==> src/hw/rtl/priority_ready_blocked_queues_macros.svh <==
// Assertion macros for the queue manager RTL.
`ifndef PRIORITY_READY_BLOCKED_QUEUES_MACROS_SVH
`define PRIORITY_READY_BLOCKED_QUEUES_MACROS_SVH

`ifndef ASSERT_OFF
// Check a property on every rising clock edge outside reset.
`define PRBQ_ASSERT(lbl, clk, rstn, prop) \
	lbl: assert property (@(posedge clk) disable iff (!rstn) (prop)) \
		else $error("prbq assertion failed");
// Check that a condition never holds outside reset.
`define PRBQ_ASSERT_NEVER(lbl, clk, rstn, expr) \
	lbl: assert property (@(posedge clk) disable iff (!rstn) !(expr)) \
		else $error("prbq forbidden condition seen");
`else
`define PRBQ_ASSERT(lbl, clk, rstn, prop)
`define PRBQ_ASSERT_NEVER(lbl, clk, rstn, expr)
`endif

`endif

==> src/hw/rtl/prbq_pkg.sv <==
`default_nettype none

package prbq_pkg;

	// Table sizes
	localparam int PROCS       = 16;
	localparam int LEVELS      = 5;
	localparam int WAIT_QUEUES = 1;

	// Derived widths: slot index, pointer with a null code, queue indexes
	localparam int SLOT_W = (PROCS > 1) ? $clog2(PROCS) : 1;
	localparam int PTR_W  = $clog2(PROCS + 1);
	localparam int LVL_IW = (LEVELS > 1) ? $clog2(LEVELS) : 1;
	localparam int WQ_IW  = (WAIT_QUEUES > 1) ? $clog2(WAIT_QUEUES) : 1;

	// Fixed field widths of the stream words
	localparam int ACT_W  = 2;
	localparam int PID_W  = 4;
	localparam int PRI_W  = 3;
	localparam int WQ_W   = 1;
	localparam int IN_W   = 16;
	localparam int OUT_W  = 8;

	// Null pointer
	localparam logic [PTR_W-1:0] NIL = PTR_W'(PROCS);

	typedef enum logic [1:0] {
		ACT_ENQ_READY   = 2'd0,
		ACT_ENQ_BLOCKED = 2'd1,
		ACT_REMOVE      = 2'd2,
		ACT_UNBLOCK     = 2'd3
	} act_t;

	typedef enum logic [1:0] {
		ST_IDLE    = 2'd0,
		ST_READY   = 2'd1,
		ST_BLOCKED = 2'd2
	} slot_st_t;

	// One write into the link table
	typedef struct packed {
		logic              we;
		logic [SLOT_W-1:0] addr;
		logic [PTR_W-1:0]  data;
	} link_wr_t;

endpackage

`default_nettype wire

==> src/hw/rtl/prbq_links.sv <==
`default_nettype none

// Next-link table over the process slots: one read port, one write port.
module prbq_links (
	input  wire                           clk,
	input  wire                           arst_n,
	input  wire  [prbq_pkg::SLOT_W-1:0]   rd_addr,
	output logic [prbq_pkg::PTR_W-1:0]    rd_data,
	input  prbq_pkg::link_wr_t            wr
);
	import prbq_pkg::*;

	logic [PTR_W-1:0] link_q [PROCS];

	// Update one link per cycle; reset points every slot at null
	always_ff @(posedge clk or negedge arst_n) begin
		if (!arst_n) begin
			for (int i = 0; i < PROCS; i++) begin
				link_q[i] <= NIL;
			end
		end else if (wr.we) begin
			link_q[wr.addr] <= wr.data;
		end
	end

	// Read the link of the slot under the walk pointer
	assign rd_data = link_q[rd_addr];

endmodule

`default_nettype wire

==> src/hw/rtl/priority_ready_blocked_queues.sv <==
`default_nettype none
`include "priority_ready_blocked_queues_macros.svh"

// Channel  Dir  Handshake            Word layout (low bit up)
// s        in   s_tvalid / s_tready  action[1:0] slot_id[5:2] priority_req[8:6] wait_queue[9]
// m        out  m_tvalid / m_tready  proc_state[1:0] ignored[2] head_id[6:3] head_valid[7]
//
// One request at a time: accept, decide, a list walk through the single read port of the
// link table, two link writes at most per unlink and per append, then the result. A move
// found at the end of a full list is the worst case; an enqueue to ready skips the walk
// and the unlink. The single link table write port is why these writes take separate
// steps. Reset empties all queues and marks every slot not queued, no clearing pass.
// A result waiting on m_tready stalls the next request only at its result step.
module priority_ready_blocked_queues (
	input  wire                           clk,
	input  wire                           arst_n,
	input  wire                           s_tvalid,
	output logic                          s_tready,
	input  wire  [prbq_pkg::IN_W-1:0]     s_tdata,  // action, slot_id, priority_req, wait_queue
	output logic                          m_tvalid,
	input  wire                           m_tready,
	output logic [prbq_pkg::OUT_W-1:0]    m_tdata   // proc_state, ignored, head_id, head_valid
);
	import prbq_pkg::*;

	typedef enum logic [7:0] {
		S_IDLE   = 8'b0000_0001,
		S_DECIDE = 8'b0000_0010,
		S_WALK   = 8'b0000_0100,
		S_UNL_A  = 8'b0000_1000,
		S_UNL_B  = 8'b0001_0000,
		S_APP_A  = 8'b0010_0000,
		S_APP_B  = 8'b0100_0000,
		S_FINISH = 8'b1000_0000
	} state_t;

	state_t            state_q;
	act_t              act_q;
	logic [PID_W-1:0]  pid_q;
	logic [PRI_W-1:0]  lvl_q;
	logic [WQ_W-1:0]   wq_q;
	logic              qblk_q;
	logic              ign_q;
	logic [PTR_W-1:0]  cur_q;
	logic [PTR_W-1:0]  prev_q;
	logic [PTR_W-1:0]  nx_q;
	logic [PTR_W-1:0]  cnt_q;
	logic [PTR_W-1:0]  rhead_q [LEVELS];
	logic [PTR_W-1:0]  rtail_q [LEVELS];
	logic [PTR_W-1:0]  bhead_q [WAIT_QUEUES];
	logic [PTR_W-1:0]  btail_q [WAIT_QUEUES];
	slot_st_t          status_q [PROCS];
	logic              m_tvalid_q;
	logic [OUT_W-1:0]  m_tdata_q;

	logic              pid_ok;
	logic              lvl_ok;
	logic              wq_ok;
	logic [SLOT_W-1:0] slot;
	logic [PTR_W-1:0]  pid_ptr;
	logic [LVL_IW-1:0] lidx;
	logic [WQ_IW-1:0]  widx;
	logic [PTR_W-1:0]  q_head;
	logic [PTR_W-1:0]  q_tail;
	logic              cur_null;
	logic [PTR_W-1:0]  link_rd;
	link_wr_t          link_wr;
	slot_st_t          st_now;
	logic [PTR_W-1:0]  res_head;
	logic              res_hv;
	logic [1:0]        res_st;

	// Decode request fields
	assign pid_ok   = int'(pid_q) < PROCS;
	assign lvl_ok   = int'(lvl_q) < LEVELS;
	assign wq_ok    = int'(wq_q) < WAIT_QUEUES;
	assign slot     = SLOT_W'(pid_q);
	assign pid_ptr  = PTR_W'(pid_q);
	assign lidx     = LVL_IW'(lvl_q);
	assign widx     = WQ_IW'(wq_q);
	assign st_now   = pid_ok ? status_q[slot] : ST_IDLE;
	assign q_head   = qblk_q ? bhead_q[widx] : rhead_q[lidx];
	assign q_tail   = qblk_q ? btail_q[widx] : rtail_q[lidx];
	assign cur_null = cur_q >= NIL;

	// Head of the affected queue and slot state for the result word
	always_comb begin
		res_head = NIL;
		if (act_q == ACT_ENQ_BLOCKED) begin
			if (wq_ok) res_head = bhead_q[widx];
		end else if (lvl_ok) begin
			res_head = rhead_q[lidx];
		end
		res_hv = res_head < NIL;
		res_st = pid_ok ? status_q[slot] : ST_IDLE;
	end

	// Select the link write of the current step
	always_comb begin
		link_wr = '0;
		unique case (state_q)
			S_UNL_A: begin
				if (prev_q < NIL) begin
					link_wr.we   = 1'b1;
					link_wr.addr = SLOT_W'(prev_q);
					link_wr.data = nx_q;
				end
			end
			S_UNL_B, S_APP_A: begin
				link_wr.we   = 1'b1;
				link_wr.addr = slot;
				link_wr.data = NIL;
			end
			S_APP_B: begin
				if (q_head < NIL && q_tail < NIL) begin
					link_wr.we   = 1'b1;
					link_wr.addr = SLOT_W'(q_tail);
					link_wr.data = pid_ptr;
				end
			end
			default: link_wr = '0;
		endcase
	end

	prbq_links u_links (
		.clk     (clk),
		.arst_n  (arst_n),
		.rd_addr (SLOT_W'(cur_q)),
		.rd_data (link_rd),
		.wr      (link_wr)
	);

	// Capture request fields; payload needs no reset
	always_ff @(posedge clk) begin
		if (state_q == S_IDLE && s_tvalid) begin
			act_q <= act_t'(s_tdata[ACT_W-1:0]);
			pid_q <= s_tdata[ACT_W +: PID_W];
			lvl_q <= s_tdata[ACT_W+PID_W +: PRI_W];
			wq_q  <= s_tdata[ACT_W+PID_W+PRI_W +: WQ_W];
		end
	end

	// Sequence one request over the queues
	always_ff @(posedge clk or negedge arst_n) begin
		if (!arst_n) begin
			state_q    <= S_IDLE;
			qblk_q     <= 1'b0;
			ign_q      <= 1'b1;
			cur_q      <= NIL;
			prev_q     <= NIL;
			nx_q       <= NIL;
			cnt_q      <= '0;
			m_tvalid_q <= 1'b0;
			for (int i = 0; i < LEVELS; i++) begin
				rhead_q[i] <= NIL;
				rtail_q[i] <= NIL;
			end
			for (int i = 0; i < WAIT_QUEUES; i++) begin
				bhead_q[i] <= NIL;
				btail_q[i] <= NIL;
			end
			for (int i = 0; i < PROCS; i++) begin
				status_q[i] <= ST_IDLE;
			end
		end else begin
			// drop a taken result word unless the next one loads now
			if (m_tvalid_q && m_tready && state_q != S_FINISH) m_tvalid_q <= 1'b0;

			unique case (state_q)
				S_IDLE: begin
					if (s_tvalid) state_q <= S_DECIDE;
				end
				S_DECIDE: begin
					ign_q  <= 1'b1;
					prev_q <= NIL;
					cnt_q  <= '0;
					if (!(pid_ok && lvl_ok)) begin
						state_q <= S_FINISH;
					end else begin
						unique case (act_q)
							ACT_ENQ_READY: begin
								if (st_now == ST_IDLE) begin
									qblk_q  <= 1'b0;
									state_q <= S_APP_A;
								end else begin
									state_q <= S_FINISH;
								end
							end
							ACT_ENQ_BLOCKED: begin
								if (wq_ok && st_now == ST_READY) begin
									qblk_q  <= 1'b0;
									cur_q   <= rhead_q[lidx];
									state_q <= S_WALK;
								end else if (wq_ok && st_now == ST_IDLE) begin
									qblk_q  <= 1'b1;
									state_q <= S_APP_A;
								end else begin
									state_q <= S_FINISH;
								end
							end
							ACT_REMOVE: begin
								if (st_now == ST_READY) begin
									qblk_q  <= 1'b0;
									cur_q   <= rhead_q[lidx];
									state_q <= S_WALK;
								end else begin
									state_q <= S_FINISH;
								end
							end
							ACT_UNBLOCK: begin
								if (wq_ok && st_now == ST_BLOCKED) begin
									qblk_q  <= 1'b1;
									cur_q   <= bhead_q[widx];
									state_q <= S_WALK;
								end else begin
									state_q <= S_FINISH;
								end
							end
							default: state_q <= S_FINISH;
						endcase
					end
				end
				S_WALK: begin
					// advance one slot per cycle until found, end of list or bound
					if (cur_null || cnt_q == NIL) begin
						state_q <= S_FINISH;
					end else if (cur_q == pid_ptr) begin
						nx_q    <= link_rd;
						state_q <= S_UNL_A;
					end else begin
						prev_q <= cur_q;
						cur_q  <= link_rd;
						cnt_q  <= cnt_q + 1'b1;
					end
				end
				S_UNL_A: begin
					// bypass the slot through its predecessor's link or the head, fix the tail
					if (prev_q >= NIL) begin
						if (qblk_q) bhead_q[widx] <= nx_q;
						else        rhead_q[lidx] <= nx_q;
					end
					if (q_tail == pid_ptr) begin
						if (qblk_q) btail_q[widx] <= prev_q;
						else        rtail_q[lidx] <= prev_q;
					end
					state_q <= S_UNL_B;
				end
				S_UNL_B: begin
					case (act_q)
						ACT_REMOVE: begin
							status_q[slot] <= ST_IDLE;
							ign_q          <= 1'b0;
							state_q        <= S_FINISH;
						end
						ACT_ENQ_BLOCKED: begin
							qblk_q  <= 1'b1;
							state_q <= S_APP_A;
						end
						ACT_UNBLOCK: begin
							qblk_q  <= 1'b0;
							state_q <= S_APP_A;
						end
						default: state_q <= S_FINISH;
					endcase
				end
				S_APP_A: begin
					state_q <= S_APP_B;
				end
				S_APP_B: begin
					// link the slot at the tail, or start an empty queue
					if (q_head >= NIL || q_tail >= NIL) begin
						if (qblk_q) bhead_q[widx] <= pid_ptr;
						else        rhead_q[lidx] <= pid_ptr;
					end
					if (qblk_q) btail_q[widx] <= pid_ptr;
					else        rtail_q[lidx] <= pid_ptr;
					status_q[slot] <= (act_q == ACT_ENQ_BLOCKED) ? ST_BLOCKED : ST_READY;
					ign_q   <= 1'b0;
					state_q <= S_FINISH;
				end
				S_FINISH: begin
					// hold until the output register is free
					if (!m_tvalid_q || m_tready) begin
						m_tvalid_q <= 1'b1;
						state_q    <= S_IDLE;
					end
				end
				default: state_q <= S_IDLE;
			endcase
		end
	end

	// Load the result word
	always_ff @(posedge clk) begin
		if (state_q == S_FINISH && (!m_tvalid_q || m_tready)) begin
			m_tdata_q <= {res_hv, res_hv ? 4'(res_head) : 4'd0, ign_q, res_st};
		end
	end

	assign s_tready = state_q == S_IDLE;
	assign m_tvalid = m_tvalid_q;
	assign m_tdata  = m_tdata_q;

	`PRBQ_ASSERT(a_walk_bound, clk, arst_n, cnt_q <= NIL)
	`PRBQ_ASSERT(a_result_from_finish, clk, arst_n, $rose(m_tvalid) |-> $past(state_q == S_FINISH))
	`PRBQ_ASSERT_NEVER(a_blocked_ends_agree, clk, arst_n, (bhead_q[0] == NIL) != (btail_q[0] == NIL))
	`PRBQ_ASSERT(a_accept_to_decide, clk, arst_n, (s_tvalid && s_tready) |=> state_q == S_DECIDE)

endmodule

`default_nettype wire
==> config.mk <==
export PLATFORM = sky130hd
export DESIGN_NAME = priority_ready_blocked_queues
export DESIGN_NICKNAME = d
export VERILOG_FILES = /design/src/hw/rtl/prbq_pkg.sv /design/src/hw/rtl/prbq_links.sv /design/src/hw/rtl/priority_ready_blocked_queues.sv
export VERILOG_INCLUDE_DIRS = /design/src /design/src/hw/rtl
export SDC_FILE = /design/constraint.sdc
export NUM_CORES = 1
export LEC_CHECK = 0
export ABC_AREA = 1
export BUFFER_PORTS_ARGS = -buffer_cell sky130_fd_sc_hd__buf_2
export CORE_UTILIZATION = 54
export CTS_BUF_LIST = sky130_fd_sc_hd__clkbuf_4
export CTS_CLUSTER_DIAMETER = 100
export CTS_CLUSTER_SIZE = 14
export DETAILED_ROUTE_END_ITERATION = 12
export PLACE_DENSITY = 0.71
export SYNTH_ARGS = -nofsm -noshare
export SYNTH_HDL_FRONTEND = slang
export SYNTH_HIERARCHICAL = 1
export SYNTH_SLANG_ARGS = --single-unit
==> constraint.sdc <==
create_clock -name clk -period 3.4 [get_ports clk]
set_clock_uncertainty 0.05 [all_clocks]
set_input_delay 0.68 -clock clk [delete_from_list [all_inputs] [get_ports clk]]
set_output_delay 0.68 -clock clk [all_outputs]
set_load 0.005 [all_outputs]
==> impl_results.md <==
- Clock buffer depth: 3
- Drt pass-1 iters: 5
- Worst setup SP type: register
- Period utilization: between 90% and 100%
- Sequential element share of the synthesized area: between 50% and 60%
- 1st-iter DRT viols: 711
- Die ar.: between 20,000 and 25,000 µm²
- Slew HR: 45.0%
- Die height: 146 µm
- Post-synth ARST share: 91.9%
- Seq pwr share: 57.8%
- Final WS setup: 235 ps
- CP Max Fanout: 12
- Worst Setup Path Type: reg -> reg
- Buffers on Ports: 23
- Clock power share: 25.4%
- Sw Ratio: between 30 and 40%
- Placed Area: 11,700 µm²
- Vias in the first global route: 8,746
- Routability Congestion: 0.936
- DP HPWL: 18,600 µm
- Total via count in the routed design: between 9,000 and 10,000
- Post-synth EDFFs: 18
- Sinks on the clock net: 221
- Status: completed
- Maximum VDD drop: 0.292 mV
- Die width: between 100 and 150 µm
- Worst Tran Pin Value: 825 ps
- Finished Layout Cells: 1,765
- Clock Tree Root: clkbuf_4
- Initial antenna violation count: 1
- Top cell type's share of synthesized area: 38.1%
- Worst-path clk slew: 150 ps
- Pleak: 0.00569 µW
- Unrepaired setup endpoints after global routing: true
- Critical path launch point: lidx[2]
- NetSw: 1510 µW
- Worst path arrival time: approximately 3600 ps
- Worst hold path type: in -> reg
- Grt total ovfl: 0
- Fin util: 59.4%
- P per Cell Area: just over 400 nW/µm²
- Cells after Synth: 1,431
- Drt total wl: about 27,000 µm
- Worst hold start: s_tdata[8]
- Critical Path Sink Type: register
- Top cells by area, synth: dfrtp_1 38%, nand2_1 16%, dfstp_2 7.8%
- Starting density of the core: roughly 55%
- CP dominant cell by count: nand2_1
- Placed Cells: between 1,500 and 2,000
- Crit path cell chain: inv_2, nand2_1, inv_2, nand2_1, nand3b_1, nand2_1, nand3_1, o221ai_1, nand2_1, inv_1, nand2_1, nor2_2, o21ai_0
- Pin count of the biggest net entering global routing: 79
- Final min period: between 3000 and 4000 ps
- Via/cell ratio: 5.30
- Combinational share of power: between 10% and 20%
- Endpoints failing setup: 0
- Max Slew Vio Count: 0
- Final #Nets: roughly 1,500
- Data required time of the worst path: between 3000 and 4000 ps
- First-pass GRT wire length: 44,600 µm
- Number of nets with antenna violations after detailed routing: 0
- Clock Latency Late Sink: approximately 640 ps
- Predominant post-synthesis flop cell: dfrtp_1
- CTS H-tree depth: 1
- TritonCTS Buffers: 19
- Site row count: 52
- CTS tree: built
- Final hold vios: 0
- CORE AREA: between 20,000 and 25,000 µm²
- Slowest-stage cell, CP: edfxtp_1
- Pint: about 3400 µW
- Ys Warns: 6
- Remaining DRCs: 0
- Synth-to-Final Area Change: 7.76%
- Layout cells sized above 1: 13.0%
- Num ports: 30
- Max Freq: 316 MHz
- Hold_ws: 161 ps
- Synthesis-stage register bit count: about 220
- R2r startpoint: lidx[2]
- Cell area after layout: 12,000 µm²
- Global Route Usage Sum: 25.8%
- Cell variety after synth: 43
- Fillcell total: roughly 1,900
- Cell taking the most area after synthesis: dfrtp_1
- Syn Nets: 1,453
- Routed wire per std cell: 15.0 µm
- Maximum capacitance violations: 0
- Avg Inst Size Synth: 7.80 µm²
- Mapped cell area: 11,200 µm²
- CP max stage delay: approximately 600 ps
- Pre-CTS setup slack: 229 ps
-- worst max-delay path, delay by kind of cell (launching register included) --
kind / cells / cell delay [ps]
and+or+nand+nor: 8 / 1270
buffers and inverters: 3 / 470
AOI/OAI and AO/OA: 2 / 650
DFF: 1 / 600
-- registers in the layout, indices dropped and copies added (netlist names), 2 cells and up --
| name | count |
|---|---|
| u_links/link_q | 80 |
| lidx | 3 |
| state_q | 8 |
| bhead_q | 5 |
| btail_q | 5 |
| rhead_q | 25 |
| pid_q | 4 |
| cur_q | 5 |
| m_tdata | 8 |
| status_q | 32 |
| cnt_q | 5 |
| nx_q | 5 |
| act_q | 2 |
| prev_q | 5 |
| rtail_q | 25 |
-- cells in the mapped netlist (all sizes together) (5+ instances only) --
cell type	instances
o221ai	5
edfxtp	18
o22ai	7
nand3	127
or2	7
nor4	10
nor3	12
buf	30
nand2	490
nand4	42
inv	164
dfrtp	170
o21ai	137
nor2	100
clkbuf	15
a21oi	49
dfstp	33
-- worst paths after layout --
check	endpoint	slack [ps]	cells after the start
worst max-delay path	u_links/link_q[21]	240	13
worst min-delay path	lidx[2]	160	1
worst max register to register	u_links/link_q[21]	240	13
worst min register to register	btail_q[4]	420	2
max in group asynchronous	u_links/link_q[19]	1880	3
min in group asynchronous	u_links/link_q[26]	530	2
-- placed cells by master, fill, tap and decap left out, drive strengths merged, types with 2 or more instances in the layout --
master	Yosys	final
inv	164	164
or2	7	7
dfstp	33	33
nor3	12	12
clkinv	2	3
clkbuf	15	33
a22oi	3	3
a21oi	49	49
edfxtp	18	18
nor2	100	100
nand2	490	490
nand3	127	127
buf	30	72
nand4	42	42
o21ai	137	137
o22ai	7	7
o221ai	5	5
diode	0	2
dfrtp	170	170
ha	2	2
nor4	10	10
-- layout make-up --
cell class,instances,area (µm²),share of cell area [%]
sequential,221,5660,47.1
antenna,2,5.00,0.0416
clock inverter,1,5.00,0.0416
timing repair buffer,74,522,4.34
inverter,166,623,5.18
clock buffer,32,240,2.00
multi-input combinational,999,4630,38.5
tap,270,338,2.81
-- repair_timing --
item | CTS | global route
setup endpoints to repair | 0 | 67
setup buffers | 0 | 4
gates resized for setup | 0 | 2
hold endpoints to repair | 47 | 0
hold buffers | 1 | 0
-- power by group through the flow --
stage	sequential [µW]	combinational (µW)	clock, µW
global placement	2930	772	0
detailed placement	2930	784	0
CTS	2880	790	1290
floorplan	2860	552	0
finish	2860	828	1260
global route	2870	923	1380
-- per-stage QoR --
step / power [µW] / TNS (ps)
2_1_floorplan: 3410 / 0
3_3_place_gp: 3700 / 0
3_5_place_dp: 3710 / 0
4_1_cts: 4960 / 0
5_1_grt: 5180 / -100
6_report: 4950 / 0
-- metal layers --
layer | vias up | track usage (%) | part of all wire, %
li1 | 4726 | - | -
met1 | 4365 | 37.3 | 47
met2 | 226 | 41.4 | 46
met3 | 39 | 3.35 | 4.9
met4 | 0 | 6.74 | 2.0
met5 | - | 0 | 0
-- kinds of logic (layout without fill, tap and decap cells) --
family                     Yosys count  after routing  synth area share, %
buffers and inverters              211            273                 7.85
other                                0              2                    0
AOI/OAI and AO/OA                  207            207                 9.77
adders and majority gates            2              2                0.224
DFF                                221            221                 50.7
and+or+nand+nor                    790            790                 31.4
(Power assumes the default switching activity.)
